<file path="src/hdl/lap7_pkg.sv">
// Shared types and constants of the seven-point 3-D Laplacian stencil core.
package lap7_pkg;

   localparam int CSR_INDEX_WIDTH   = 3;
   localparam int CSR_DATA_WIDTH    = 23;
   localparam int DIM_FIELD_WIDTH   = 7;
   localparam int LAYER_FIELD_WIDTH = 11;
   localparam int COEF_WIDTH        = 20;
   localparam int CENTER_COEF_WIDTH = 23;
   localparam int RESULT_WIDTH      = 40;

   localparam logic [DIM_FIELD_WIDTH-1:0]   DIM_RESET         = 7'd64;
   localparam logic [LAYER_FIELD_WIDTH-1:0] LAYER_RESET       = 11'd64;
   localparam logic [COEF_WIDTH-1:0]        COEF_RESET        = 20'd4225;
   localparam logic [CENTER_COEF_WIDTH-1:0] CENTER_COEF_RESET = 23'd25350;

   localparam logic signed [63:0] RESULT_MAX = 64'sd549755813887;
   localparam logic signed [63:0] RESULT_MIN = -64'sd549755813888;

   typedef enum logic [CSR_INDEX_WIDTH-1:0] {
      CSR_ROW_COUNT   = 3'd0,
      CSR_COL_COUNT   = 3'd1,
      CSR_LAYER_COUNT = 3'd2,
      CSR_COEF_X      = 3'd3,
      CSR_COEF_Y      = 3'd4,
      CSR_COEF_Z      = 3'd5,
      CSR_COEF_CENTER = 3'd6
   } csr_index_type;

   typedef enum logic {
      CMD_SAMPLE = 1'b0,
      CMD_DRAIN  = 1'b1
   } cmd_type;

   // Shift control shared by every delay cell of the tap chain.
   typedef struct packed {
      logic advance;
      logic restart;
   } cell_ctrl_type;

endpackage

</file>
<file path="src/hdl/lap7_ram.sv">
// Generic simple dual-port RAM with registered, read-first output.
module lap7_ram #(
   parameter int WIDTH = 16,
   parameter int DEPTH = 64,
   localparam int ADDR_WIDTH = (DEPTH > 1) ? $clog2(DEPTH) : 1
) (
   input  logic                  clock,
   input  logic                  wr_en,
   input  logic [ADDR_WIDTH-1:0] wr_addr,
   input  logic [WIDTH-1:0]      wr_data,
   input  logic                  rd_en,
   input  logic [ADDR_WIDTH-1:0] rd_addr,
   output logic [WIDTH-1:0]      rd_data
);

   logic [WIDTH-1:0] mem [DEPTH];
   logic [WIDTH-1:0] rd_data_ff;

   always_ff @(posedge clock) begin
      if (rd_en) begin
         rd_data_ff <= mem[rd_addr];
      end
      if (wr_en) begin
         mem[wr_addr] <= wr_data;
      end
   end

   assign rd_data = rd_data_ff;

endmodule

</file>
<file path="src/hdl/lap7_cell.sv">
// Programmable delay cell of the stencil tap chain (bypass, register or RAM ring).
module lap7_cell
   import lap7_pkg::*;
#(
   parameter int WIDTH   = 16,
   parameter int MAX_LEN = 64,
   localparam int LEN_W  = $clog2(MAX_LEN + 1)
) (
   input  logic          clock,
   input  logic          reset,
   input  cell_ctrl_type ctrl,
   input  logic [LEN_W-1:0] len,
   input  logic [WIDTH-1:0] din,
   output logic [WIDTH-1:0] dout
);

   // A delay of len advances: the output register adds one, the ring the rest.
   localparam int DEPTH = (MAX_LEN > 2) ? MAX_LEN - 1 : 1;
   localparam int AW    = (DEPTH > 1) ? $clog2(DEPTH) : 1;

   logic [AW-1:0]    ptr_ff, ptr_in;
   logic [WIDTH-1:0] hold_ff;
   logic [WIDTH-1:0] ram_rdata;
   logic             use_ram;
   logic             wrap;

   assign use_ram = len > LEN_W'(1);
   assign wrap    = ({1'b0, LEN_W'(ptr_ff)} + (LEN_W + 1)'(2)) >= {1'b0, len};

   always_comb begin
      ptr_in = ptr_ff;
      if (ctrl.restart) begin
         ptr_in = '0;
      end else if (ctrl.advance && use_ram) begin
         ptr_in = wrap ? '0 : ptr_ff + AW'(1);
      end
   end

   always_ff @(posedge clock) begin
      if (reset) begin
         ptr_ff <= '0;
      end else begin
         ptr_ff <= ptr_in;
      end
   end

   always_ff @(posedge clock) begin
      if (ctrl.advance) begin
         hold_ff <= din;
      end
   end

   lap7_ram #(
      .WIDTH (WIDTH),
      .DEPTH (DEPTH)
   ) u_ring (
      .clock   (clock),
      .wr_en   (ctrl.advance && use_ram),
      .wr_addr (ptr_ff),
      .wr_data (din),
      .rd_en   (ctrl.advance && use_ram),
      .rd_addr (ptr_ff),
      .rd_data (ram_rdata)
   );

   always_comb begin
      if (len == '0) begin
         dout = din;
      end else if (len == LEN_W'(1)) begin
         dout = hold_ff;
      end else begin
         dout = ram_rdata;
      end
   end

endmodule

</file>
<file path="config.mk">
export PLATFORM = sky130hd
export DESIGN_NAME = lap7_cell
export DESIGN_NICKNAME = d
export VERILOG_FILES = /design/src/hdl/lap7_pkg.sv /design/src/hdl/lap7_ram.sv /design/src/hdl/lap7_cell.sv
export SDC_FILE = /design/constraint.sdc
export NUM_CORES = 1
export LEC_CHECK = 0
export BUFFER_PORTS_ARGS = -buffer_cell sky130_fd_sc_hd__buf_2
export CORE_MARGIN = 2
export CORE_UTILIZATION = 30
export CTS_CLUSTER_DIAMETER = 100
export CTS_CLUSTER_SIZE = 28
export DETAILED_ROUTE_END_ITERATION = 8
export PLACE_DENSITY = 0.51
export SETUP_SLACK_MARGIN = 0.5
export SLEW_MARGIN = 20
export SYNTH_ARGS = -nofsm -noshare
export SYNTH_HDL_FRONTEND = slang
export SYNTH_SLANG_ARGS = --single-unit
</file>
<file path="constraint.sdc">
create_clock -name clock -period 4.3 [get_ports clock]
set_clock_uncertainty 0.05 [all_clocks]
set_input_delay 0.86 -clock clock [delete_from_list [all_inputs] [get_ports clock]]
set_output_delay 0.86 -clock clock [all_outputs]
set_load 0.01 [all_outputs]
</file>
Word level (Yosys, flattened, before mapping)

Memory sizes are Yosys's and may differ from the RTL's. A register that Yosys moved wholly into a read port is not among the register bits.
Index checks and enable logic that the tools add are counted.

$add $sub $neg: 2
Magnitude comparators: 2
Equality and inequality tests: 1
Mux-type cells: 5
Reductions and logical operators: 3

Operators with widths:

| kind                                                                   | count |
|---|---|
| 16-bit 2-to-1 mux                                                      | 2 |
| 6-bit by 2-bit adder with 7-bit output (second input constant)         | 1 |
| 7-bit by 1-bit equality test with 1-bit output (second input constant) | 1 |
| 7-bit greater-or-equal comparator                                      | 1 |
| 7-bit by 1-bit > comparator with 1-bit output (second input constant)  | 1 |
| 7-bit logical NOT                                                      | 1 |
| 6-bit by 1-bit adder with 6-bit output (second input constant)         | 1 |
| 6-bit 2-to-1 mux                                                       | 1 |
| 1-bit 2-to-1 mux                                                       | 2 |
| 2-bit OR reduction                                                     | 1 |
| 1-bit logical AND                                                      | 1 |

Flip-flop bits (word level): 22
Bits in writable memories: 1008
Memories kept: 1

Memory list:

| memory     | depth | bits a word | read ports | clocked after Yosys merged registers in | wr ports | RTL line       | RTL |
|---|---|---|---|---|---|---|---|
| u_ring.mem | 63    | 16          | 1          | 1                                       | 1        | lap7_ram.sv:16 | `logic [WIDTH-1:0] mem [DEPTH];` |

Logic depth before layout (Yosys ltp)

Gate-level depths: netlist (run 1).

Word-level depth: 4
Depth in mapped cells: 12

By module

Synthesis (run 1) repeated with hierarchy kept, for this count alone.

Cell total of the unflattened synthesis: 1952
Area total of the unflattened synthesis: 40721.6 µm²

Modules (own cells, without submodules):

| module    | times used | cells an instance | area each (µm²) |
|---|---|---|---|
| lap7_ram  | 1          | 1810              | 39346.5 |
| lap7_cell | 1          | 142               | 1375.1 |

Least setup slack after synthesis (run 1)

Ideal clock, no wire load.

Path type: input -> register
From: input len[1]
To: memory u_ring.mem[11][0], enable pin
Arrival: 2.989 ns
Slack: 0.873 ns
Stages: 5
Cell sequence: or4_1 -> o21a_1 -> clkbuf_1 -> nand3_1 -> nor2_1

Word-level cells in the longest chain between the ends: 4

Ends and longest elaborated chain:

| element                                       | RTL line        | RTL |
|---|---|---|
| start: declaration                            | lap7_cell.sv:12 | `input logic [LEN_W-1:0] len,` |
| 7-bit by 1-bit > comparator with 1-bit output | lap7_cell.sv:27 | `assign use_ram = len > LEN_W'(1);` |
| 1-bit logical AND                             | --              |  |
| via u_ring.rd_en                              | lap7_ram.sv:11  | `input logic rd_en,` |
| 1-bit 2-to-1 mux                              | lap7_ram.sv:23  | `if (wr_en) begin` |
| 1-bit 2-to-1 mux (implied by the code)        | lap7_ram.sv:24  | `mem[wr_addr] <= wr_data;` |
| end: declaration                              | lap7_ram.sv:16  |  |

The timed path passes the listed nets, and every way through them passes these cells.

Worst setup path in the final report (run 1)

From: input len[3]
To: output dout[8]

Word-level cells in the longest chain between the ends: 3
Elaborated cells on any way between the ends: 4

Ends and longest elaborated chain:

| element                                        | RTL line        | RTL |
|---|---|---|
| 7-bit by 1-bit equality test with 1-bit output | lap7_cell.sv:69 | `end else if (len == LEN_W'(1)) begin` |
| 16-bit 2-to-1 mux                              | lap7_cell.sv:69 |  |
| 16-bit 2-to-1 mux *                            | lap7_cell.sv:67 | `if (len == '0) begin` |
| end: declaration                               | lap7_cell.sv:14 | `output logic [WIDTH-1:0] dout` |

Mark *: on every way between the ends. The rest lies on a longest branch, timed or not.

==> impl_results.md, run 1 <==
- Buffers & Inverters on Critical Path: 2
- Final Net Count: 2109
- Synth Flop Type: edfxtp_1
- CTS sink cnt: 1046
- First-pass GRT wire length: 166 mm
- Worst slew pin tran: 1.16 ns
- Longest Clk Path Bufs: 3
- Num rows: 135
- F_max: 273 MHz
- WL final: 121 mm
- Post-synth ARST share: 0%
- Share of cells above drive strength 1: 24.4%
- Via Count: 20300
- Worst EP required: 3.39 ns
- Worst hold path class: in2reg
- Mapped Area: 40700 sq um
- Vias/cell: 5.26
- Die Y: 372 um
- Initial antenna violation count: 12
- Clk_lat worst skew: 0.63 ns
- Worst rel slew slack: 22.1%
- Synth Instances: 1920
- CTS Root Cell: clkbuf_16
- Slew Limit Fails: 0
- Final Instance Area: 45200 sq um
- Placed cell area: 43900 sq um
- Startpoint types: input port
- Die width: 372 um
- Hold Buf Count CTS: 0
- Critical path cell sequence: buf_2 > or4_1 > or2_2 > o21ai_0 > buf_2
- Pre-antenna DRT Iters: 5
- Placer Congestion: 0.868
- CP top delay family: simple AND/OR/NAND/NOR gates
- Die ar.: 139000 sq um
- Slowest stage cell on the critical path: or4_1
- Syn Area/Cell: 21.2 sq um
- Library cells used by synthesis: 60
- PD cells: 378 nW/um^2
- Initial core utilization: 30.1%
- Max Cap Violations: 0
- Flops & latches, synth: 1046
- DRT antenna net count: 0
- Peak supply drop: 0.298 mV
- CP endpoint kind: primary output
- CP Max Fanout: 32
- Critical path's most frequent cell: buf_2
- Number of global-route vias before repair: 20300
- Register area share after synthesis: 77.1%
- Fin util: 33.5%
- IO Pins: 43
- Hold Violations, Final: 0
- Crit path time final: 3.67 ns
- DP Wirelength: 77.6 mm
- Core Area: 135000 sq um
- Remaining Overflow, GRT: 0
- Setup TNS: 0 ns
- Hold Slack: 0.388 ns
- Max incr delay on CP: 0.61 ns
- Outcome: finished, final reports clean
- CTS tree: yes
- Port Buffers: 42
- Starting DRT DRC Count: 2797
- Syn. warnings: 0
- Synthesis-to-layout area growth: 11.2%
- Total number of H-tree levels: 2
- Placed Cells incl. Taps: 3803
- Total track usage: 17.3%
- Post-synth EDFFs: 1040
- WP data arrival: 2.76 ns
- DR WL/cell: 31.4 um
- Number of buffers created by CTS: 44
- Clock transition at path regs: 0.11 ns
- RSZ-0062 raised after global routing: no
- Period utilisation layout: 85.3%
- Post-Syn Nets: 1959
- Final setup vio count: 0
- Final instance count without filler cells: 3866
- Leakage: 13.9 nW
- CP Class: in2out
- # DRC: 0
- Largest net degree at the start of global routing: 65
[per-stage QoR]
step	total power [W]	setup slack (ns)
CTS	0.0172	0.504
global route	0.0175	0.590
detailed placement	0.0122	0.384
floorplan	0.0118	0.873
global placement	0.0122	0.397
finish	0.0171	0.634
[placed cells by master (no fill, tap or decap), types with 4 or more instances in the layout]
| cell type | count |
|---|---|
| inv_1 | 8 |
| buf_4 | 157 |
| clkbuf_1 | 6 |
| o211ai_1 | 6 |
| a2111oi_0 | 7 |
| nor3_1 | 5 |
| o22ai_1 | 36 |
| or4_1 | 10 |
| buf_12 | 12 |
| nand2_1 | 65 |
| nand4_1 | 4 |
| diode_2 | 4 |
| nor2b_1 | 8 |
| mux2i_1 | 122 |
| a21oi_1 | 43 |
| nor2_1 | 74 |
| o21ai_0 | 36 |
| a31oi_1 | 5 |
| edfxtp_1 | 1040 |
| mux4_2 | 230 |
| xnor2_1 | 4 |
| nand3_1 | 12 |
| ha_1 | 12 |
| clkbuf_16 | 45 |
| buf_2 | 42 |
| a22oi_1 | 16 |
| nand2b_1 | 5 |
[flip-flops by register name, summed over array words and instances, names as in the netlist]
name            cells
u_ring.mem       1008
hold_ff            16
u_ring.rd_data     16
ptr_ff              6
[synth_stat cells (4+ instances only)]
master / instances / area share [%]
clkbuf_1: 36 / 0.33
mux4_2: 230 / 13
ha_1: 12 / 0.37
nor2b_1: 8 / 0.12
a31oi_1: 5 / 0.077
o21ai_0: 36 / 0.44
nand4_1: 4 / 0.061
nand2b_1: 5 / 0.077
dfxtp_1: 6 / 0.30
nor2_1: 76 / 0.70
nor3b_1: 4 / 0.074
or4_1: 10 / 0.18
inv_1: 8 / 0.074
nor3_1: 5 / 0.061
buf_6: 10 / 0.28
mux2i_1: 122 / 3.0
o211ai_1: 6 / 0.11
o22ai_1: 36 / 0.55
a21oi_1: 43 / 0.53
buf_1: 16 / 0.15
xnor2_1: 4 / 0.086
nand2_1: 65 / 0.60
buf_4: 15 / 0.28
buf_2: 28 / 0.34
a2111oi_0: 7 / 0.15
nand3_1: 12 / 0.15
a22oi_1: 16 / 0.30
edfxtp_1: 1040 / 77
[final timing paths]
path	from	to	slack (ns)	cells past startpoint
setup / recovery	len[3]	dout[8]	0.63	5
hold / removal	ctrl[0]	ptr_ff[4]	0.39	2
setup reg to reg	ptr_ff[1]	u_ring.rd_data[7]	0.64	5
hold reg to reg	u_ring.mem[62][14]	u_ring.rd_data[14]	0.75	3
[worst reg2reg max path: cells and delay by family, from the launching register on]
family	cells	cell delay [ns]
muxes	2	1.21
buffers and inverters	1	0.48
AOI/OAI and AO/OA	1	0.37
and+or+nand+nor	1	0.50
DFF	1	0.80
[area by class of cell]
cell class / count / area (sq um)
antenna: 4 / 10.0
inverter: 10 / 40.0
multi-input combinational: 757 / 8730
clock inverter: 6 / 85.1
clock buffer: 51 / 1150
sequential: 1046 / 31400
timing repair buffer: 211 / 1630
fill: 12600 / 89700
tap: 1781 / 2230
[repair_timing]
action                     4_1_cts  5_1_grt
resized for setup                0        0
gates cloned                     0        0
pin swaps                        0        0
setup buffers                    1        1
setup endpoints to repair        3        1
[power by group]
group          switching, W  internal (W)  leakage (nW)
combinational      0.000493      0.000234          3.83
sequential        0.0000427        0.0112          9.43
clock               0.00307       0.00200         0.597
total               0.00361        0.0135          13.9
[layer usage]
metal  share of wire (%)  vias to the layer above  GRT usage, %
met2                  47                      818          27.7
met4                 2.4                        4          3.81
met5               0.017                        -             0
li1                    -                     8224             -
met3                 8.4                      132          3.78
met1                  42                    11100          24.1
[cells by family after synthesis]
logic type / count (synthesis) / share of synthesized area [%]
AOI/OAI and AO/OA: 175 / 2.71
xor gates and xnor gates: 6 / 0.129
adders and majority gates: 12 / 0.369
buffers and inverters: 117 / 1.53
DFF: 1046 / 77.1
muxes: 354 / 15.8
and+or+nand+nor: 210 / 2.41
Note: power is estimated with default switching activity, not from simulation.
==> run 2, diff against run 1 <==
--- a/config.mk
+++ b/config.mk
@@ -6,14 +6,17 @@
 export NUM_CORES = 1
 export LEC_CHECK = 0
 export BUFFER_PORTS_ARGS = -buffer_cell sky130_fd_sc_hd__buf_2
+export CELL_PAD_IN_SITES_DETAIL_PLACEMENT = 1
+export CELL_PAD_IN_SITES_GLOBAL_PLACEMENT = 2
 export CORE_MARGIN = 2
 export CORE_UTILIZATION = 30
 export CTS_CLUSTER_DIAMETER = 100
 export CTS_CLUSTER_SIZE = 28
 export DETAILED_ROUTE_END_ITERATION = 8
-export PLACE_DENSITY = 0.51
+export PLACE_DENSITY = 0.59
 export SETUP_SLACK_MARGIN = 0.5
 export SLEW_MARGIN = 20
 export SYNTH_ARGS = -nofsm -noshare
 export SYNTH_HDL_FRONTEND = slang
+export SYNTH_HIERARCHICAL = 1
 export SYNTH_SLANG_ARGS = --single-unit
==> impl_results.md, run 2 <==
- Pre-antenna DRT Iters: 5 (unchanged)
- F_max: 284 MHz (+4.3%)
- Critical path's most frequent cell: buf_2
- Register area share after synthesis: 77.0% (about the same)
- Cell with the most instances after synthesis: edfxtp_1
- Startpoint types: input port
- Largest net degree at the start of global routing: 65 (unchanged)
- WL final: 115 mm (-5.2%)
- Die width: 372 um (about the same)
- Crit path time final: 3.52 ns (-0.149 ns)
- Setup slack at placement: 0.519 ns (+0.135 ns)
- DP Wirelength: 74.3 mm (-4.3%)
- Initial antenna violation count: 11 (-1)
- Largest reg by FF count: u_ring/mem
- CP top delay family: simple AND/OR/NAND/NOR gates
- DR WL/cell: 29.7 um (-5.4%)
- Clock transition at path regs: 0.11 ns (about the same)
- Post-synth ARST share: 0% (unchanged)
- Synthesis-to-layout area growth: 10.8%
- Syn Area/Cell: 20.9 sq um (-1.5%)
- Synth Flop Type: edfxtp_1
- Leakage: 13.5 nW (-2.9%)
- CTS Root Cell: clkbuf_16
- Yosys top cell area share: 76.7% (about the same)
- WP data arrival: 2.61 ns (-0.15 ns)
- Clk_lat worst skew: 0.67 ns (+0.04 ns)
- Syn. warnings: 6 (+6)
- Peak supply drop: 0.237 mV (-20%)
- Worst flop-to-flop path startpoint: ptr_ff[0]
- Reg2Reg Capture Point: u_ring/rd_data[9]
- Post-Syn Nets: 1988 (+1.5%)
- Number of buffers created by CTS: 45 (+2.3%)
- Slowest stage cell on the critical path: o21ai_0
- R2R Setup Slk: 0.86 ns (+0.22 ns)
- Hold Violations, Final: 0 (unchanged)
- Hold Path Depth: 1 (-1)
- Largest register FFs: 1008 (unchanged)
- CP Class: in2out
- Number of global-route vias before repair: 20900 (+2.7%)
- Worst EP required: 3.39 ns (about the same)
- # DRC: 0 (unchanged)
- Synth Instances: 1952 (+1.7%)
- Total track usage: 16.7% (-0.62 points)
- Most frequent cells in the layout: edfxtp_1, mux4_2, buf_4
- Outcome: finished, final reports clean
- Hold Crit Endpoint: hold_ff[11]
- Worst slew pin tran: 1.09 ns (-0.0681 ns)
- CP Max Fanout: 33 (+3.1%)
- Port Buffers: 42 (unchanged)
- Min-delay src: din[11]
- Post-synth EDFFs: 1040 (unchanged)
- CTS sink cnt: 1046 (unchanged)
- Slew Limit Fails: 0 (unchanged)
- Hold Slack: 0.568 ns (+0.180 ns)
- Largest cells by area after synthesis: edfxtp_1, mux4_2, mux2i_1
- Vias/cell: 5.12 (-2.6%)
- IO Pins: 43 (unchanged)
- Max incr delay on CP: 0.59 ns (-0.02 ns)
- Initial core utilization: 30.1% (about the same)
- Post-route worst setup slack: 0.783 ns (+0.149 ns)
- Worst hold path class: in2reg
- Hold Buf Count CTS: 0 (unchanged)
- RSZ-0062 raised after global routing: no
- Final setup vio count: 0 (unchanged)
- Longest Clk Path Bufs: 3 (unchanged)
- Library cells used by synthesis: 58 (-3.3%)
- DRT antenna net count: 0 (unchanged)
- Starting DRT DRC Count: 2120 (-24%)
- Synth cell count leaders: edfxtp_1, mux4_2, nor2_1
- Critical path cell sequence: buf_2 > nor4_2 > nand2_2 > o21ai_0 > buf_2
- Crit path depth: 5 (unchanged)
- Most common cell after layout, fill and taps aside: edfxtp_1
- Die ar.: 139000 sq um (about the same)
- Die Y: 372 um (about the same)
- PD cells: 381 nW/um^2 (+0.96%)
- Remaining Overflow, GRT: 0 (unchanged)
- Setup TNS: 0 ns (unchanged)
- First-pass GRT wire length: 163 mm (-2.2%)
- Share of cells above drive strength 1: 23.7% (-0.75 points)
- CTS tree: yes
- Mapped Area: 40700 sq um (about the same)
- Max Cap Violations: 0 (unchanged)
- Worst rel slew slack: 27.0% (+4.9 points)
- Placer Congestion: 0.797 (-8.2%)
- Via Count: 19800 (-2.4%)
- Total number of H-tree levels: 2 (unchanged)
- Largest area contributor in the netlist: edfxtp_1
- Final Net Count: 2110 (+0.047%)
- Num rows: 135 (unchanged)
- Period utilisation layout: 81.8% (-3.5 points)
- Flops & latches, synth: 1046 (unchanged)
- Buffers & Inverters on Critical Path: 2 (unchanged)
- Core Area: 135000 sq um (+0.13%)
- CP endpoint kind: primary output
- R2R cell count: 6 (+1)
-- run 2: cell types whose count changed after synthesis, sizes merged, moves of 11 or more --
| cell | previous run | this run |
|---|---|---|
| nor3 | 5 | 26 |
| o221ai | 1 | 16 |
| nand2 | 65 | 54 |
| nor2 | 76 | 92 |
| mux2i | 122 | 71 |
| a22oi | 16 | 42 |
-- run 2: worst max-delay path by stage --
stage          startpoint                 to  slack [ns]
4_1_cts            len[3]           dout[15]        0.52
2_1_floorplan      len[2]  u_ring/mem[32][0]        0.85
3_5_place_dp       len[3]           dout[15]        0.52
5_1_grt         ptr_ff[3]          ptr_ff[0]        0.57
3_3_place_gp       len[3]           dout[15]        0.59
6_report           len[3]           dout[15]        0.78
-- run 2: through the flow --
step                cells  instance area, sq um  utilization [%]  total power [W]
floorplan            1952                 40700                -           0.0118
global placement     3808                 43800             32.4           0.0122
detailed placement   3808                 43800             32.4           0.0122
CTS                  3873                 45100             33.4           0.0174
global route         3873                 45100             33.4           0.0177
finish               3876                 45100             33.4           0.0172
-- run 2: area by class of cell --
cell class / count / area (sq um)
fill: 13400 / 90000
sequential: 1046 / 31400
multi-input combinational: 785 / 8720
tap: 1781 / 2230
timing repair buffer: 185 / 1430
clock buffer: 55 / 1210
clock inverter: 10 / 121
inverter: 11 / 41.3
antenna: 3 / 7.51
-- run 2: metal layers --
metal | GRT usage, % | vias to the layer above | routed length, um
met5 | 0 | - | 19
met4 | 4.77 | 4 | 3430
met3 | 3.84 | 124 | 7730
met2 | 26.4 | 494 | 53800
met1 | 22.9 | 10900 | 50100
li1 | - | 8320 | -
-- run 2: worst register-to-register path, cell delays in order (launching register included) --
cell     delay [ns]
dfxtp_4        0.81
buf_12         0.36
buf_12         0.32
mux4_2         0.54
a22oi_1        0.45
a21oi_1        0.33
a211o_1        0.34
-- run 2: logic make-up after synthesis --
group | count (synthesis) | synth area share [%]
flip-flops | 1046 | 77.0
multiplexers | 306 | 14.5
AND/OR/NAND/NOR | 254 | 2.93
AO/OA/AOI/OAI | 213 | 3.61
adder cells (fa/ha/maj) | 9 | 0.277
XOR/XNOR | 3 | 0.0645
buffers and inverters | 121 | 1.64
-- run 2: what timing repair did --
action	4_1_cts	5_1_grt
endpoints found under the setup margin	0	8
buffers inserted	0	0
resized for setup	0	1
-- run 2: power by group --
| group | switching, W | leakage, nW | internal (W) | total, W |
|---|---|---|---|---|
| logic | 0.000471 | 3.38 | 0.000229 | 0.000700 |
| registers | 0.0000282 | 9.43 | 0.0112 | 0.0113 |
| clock network | 0.00313 | 0.643 | 0.00211 | 0.00524 |
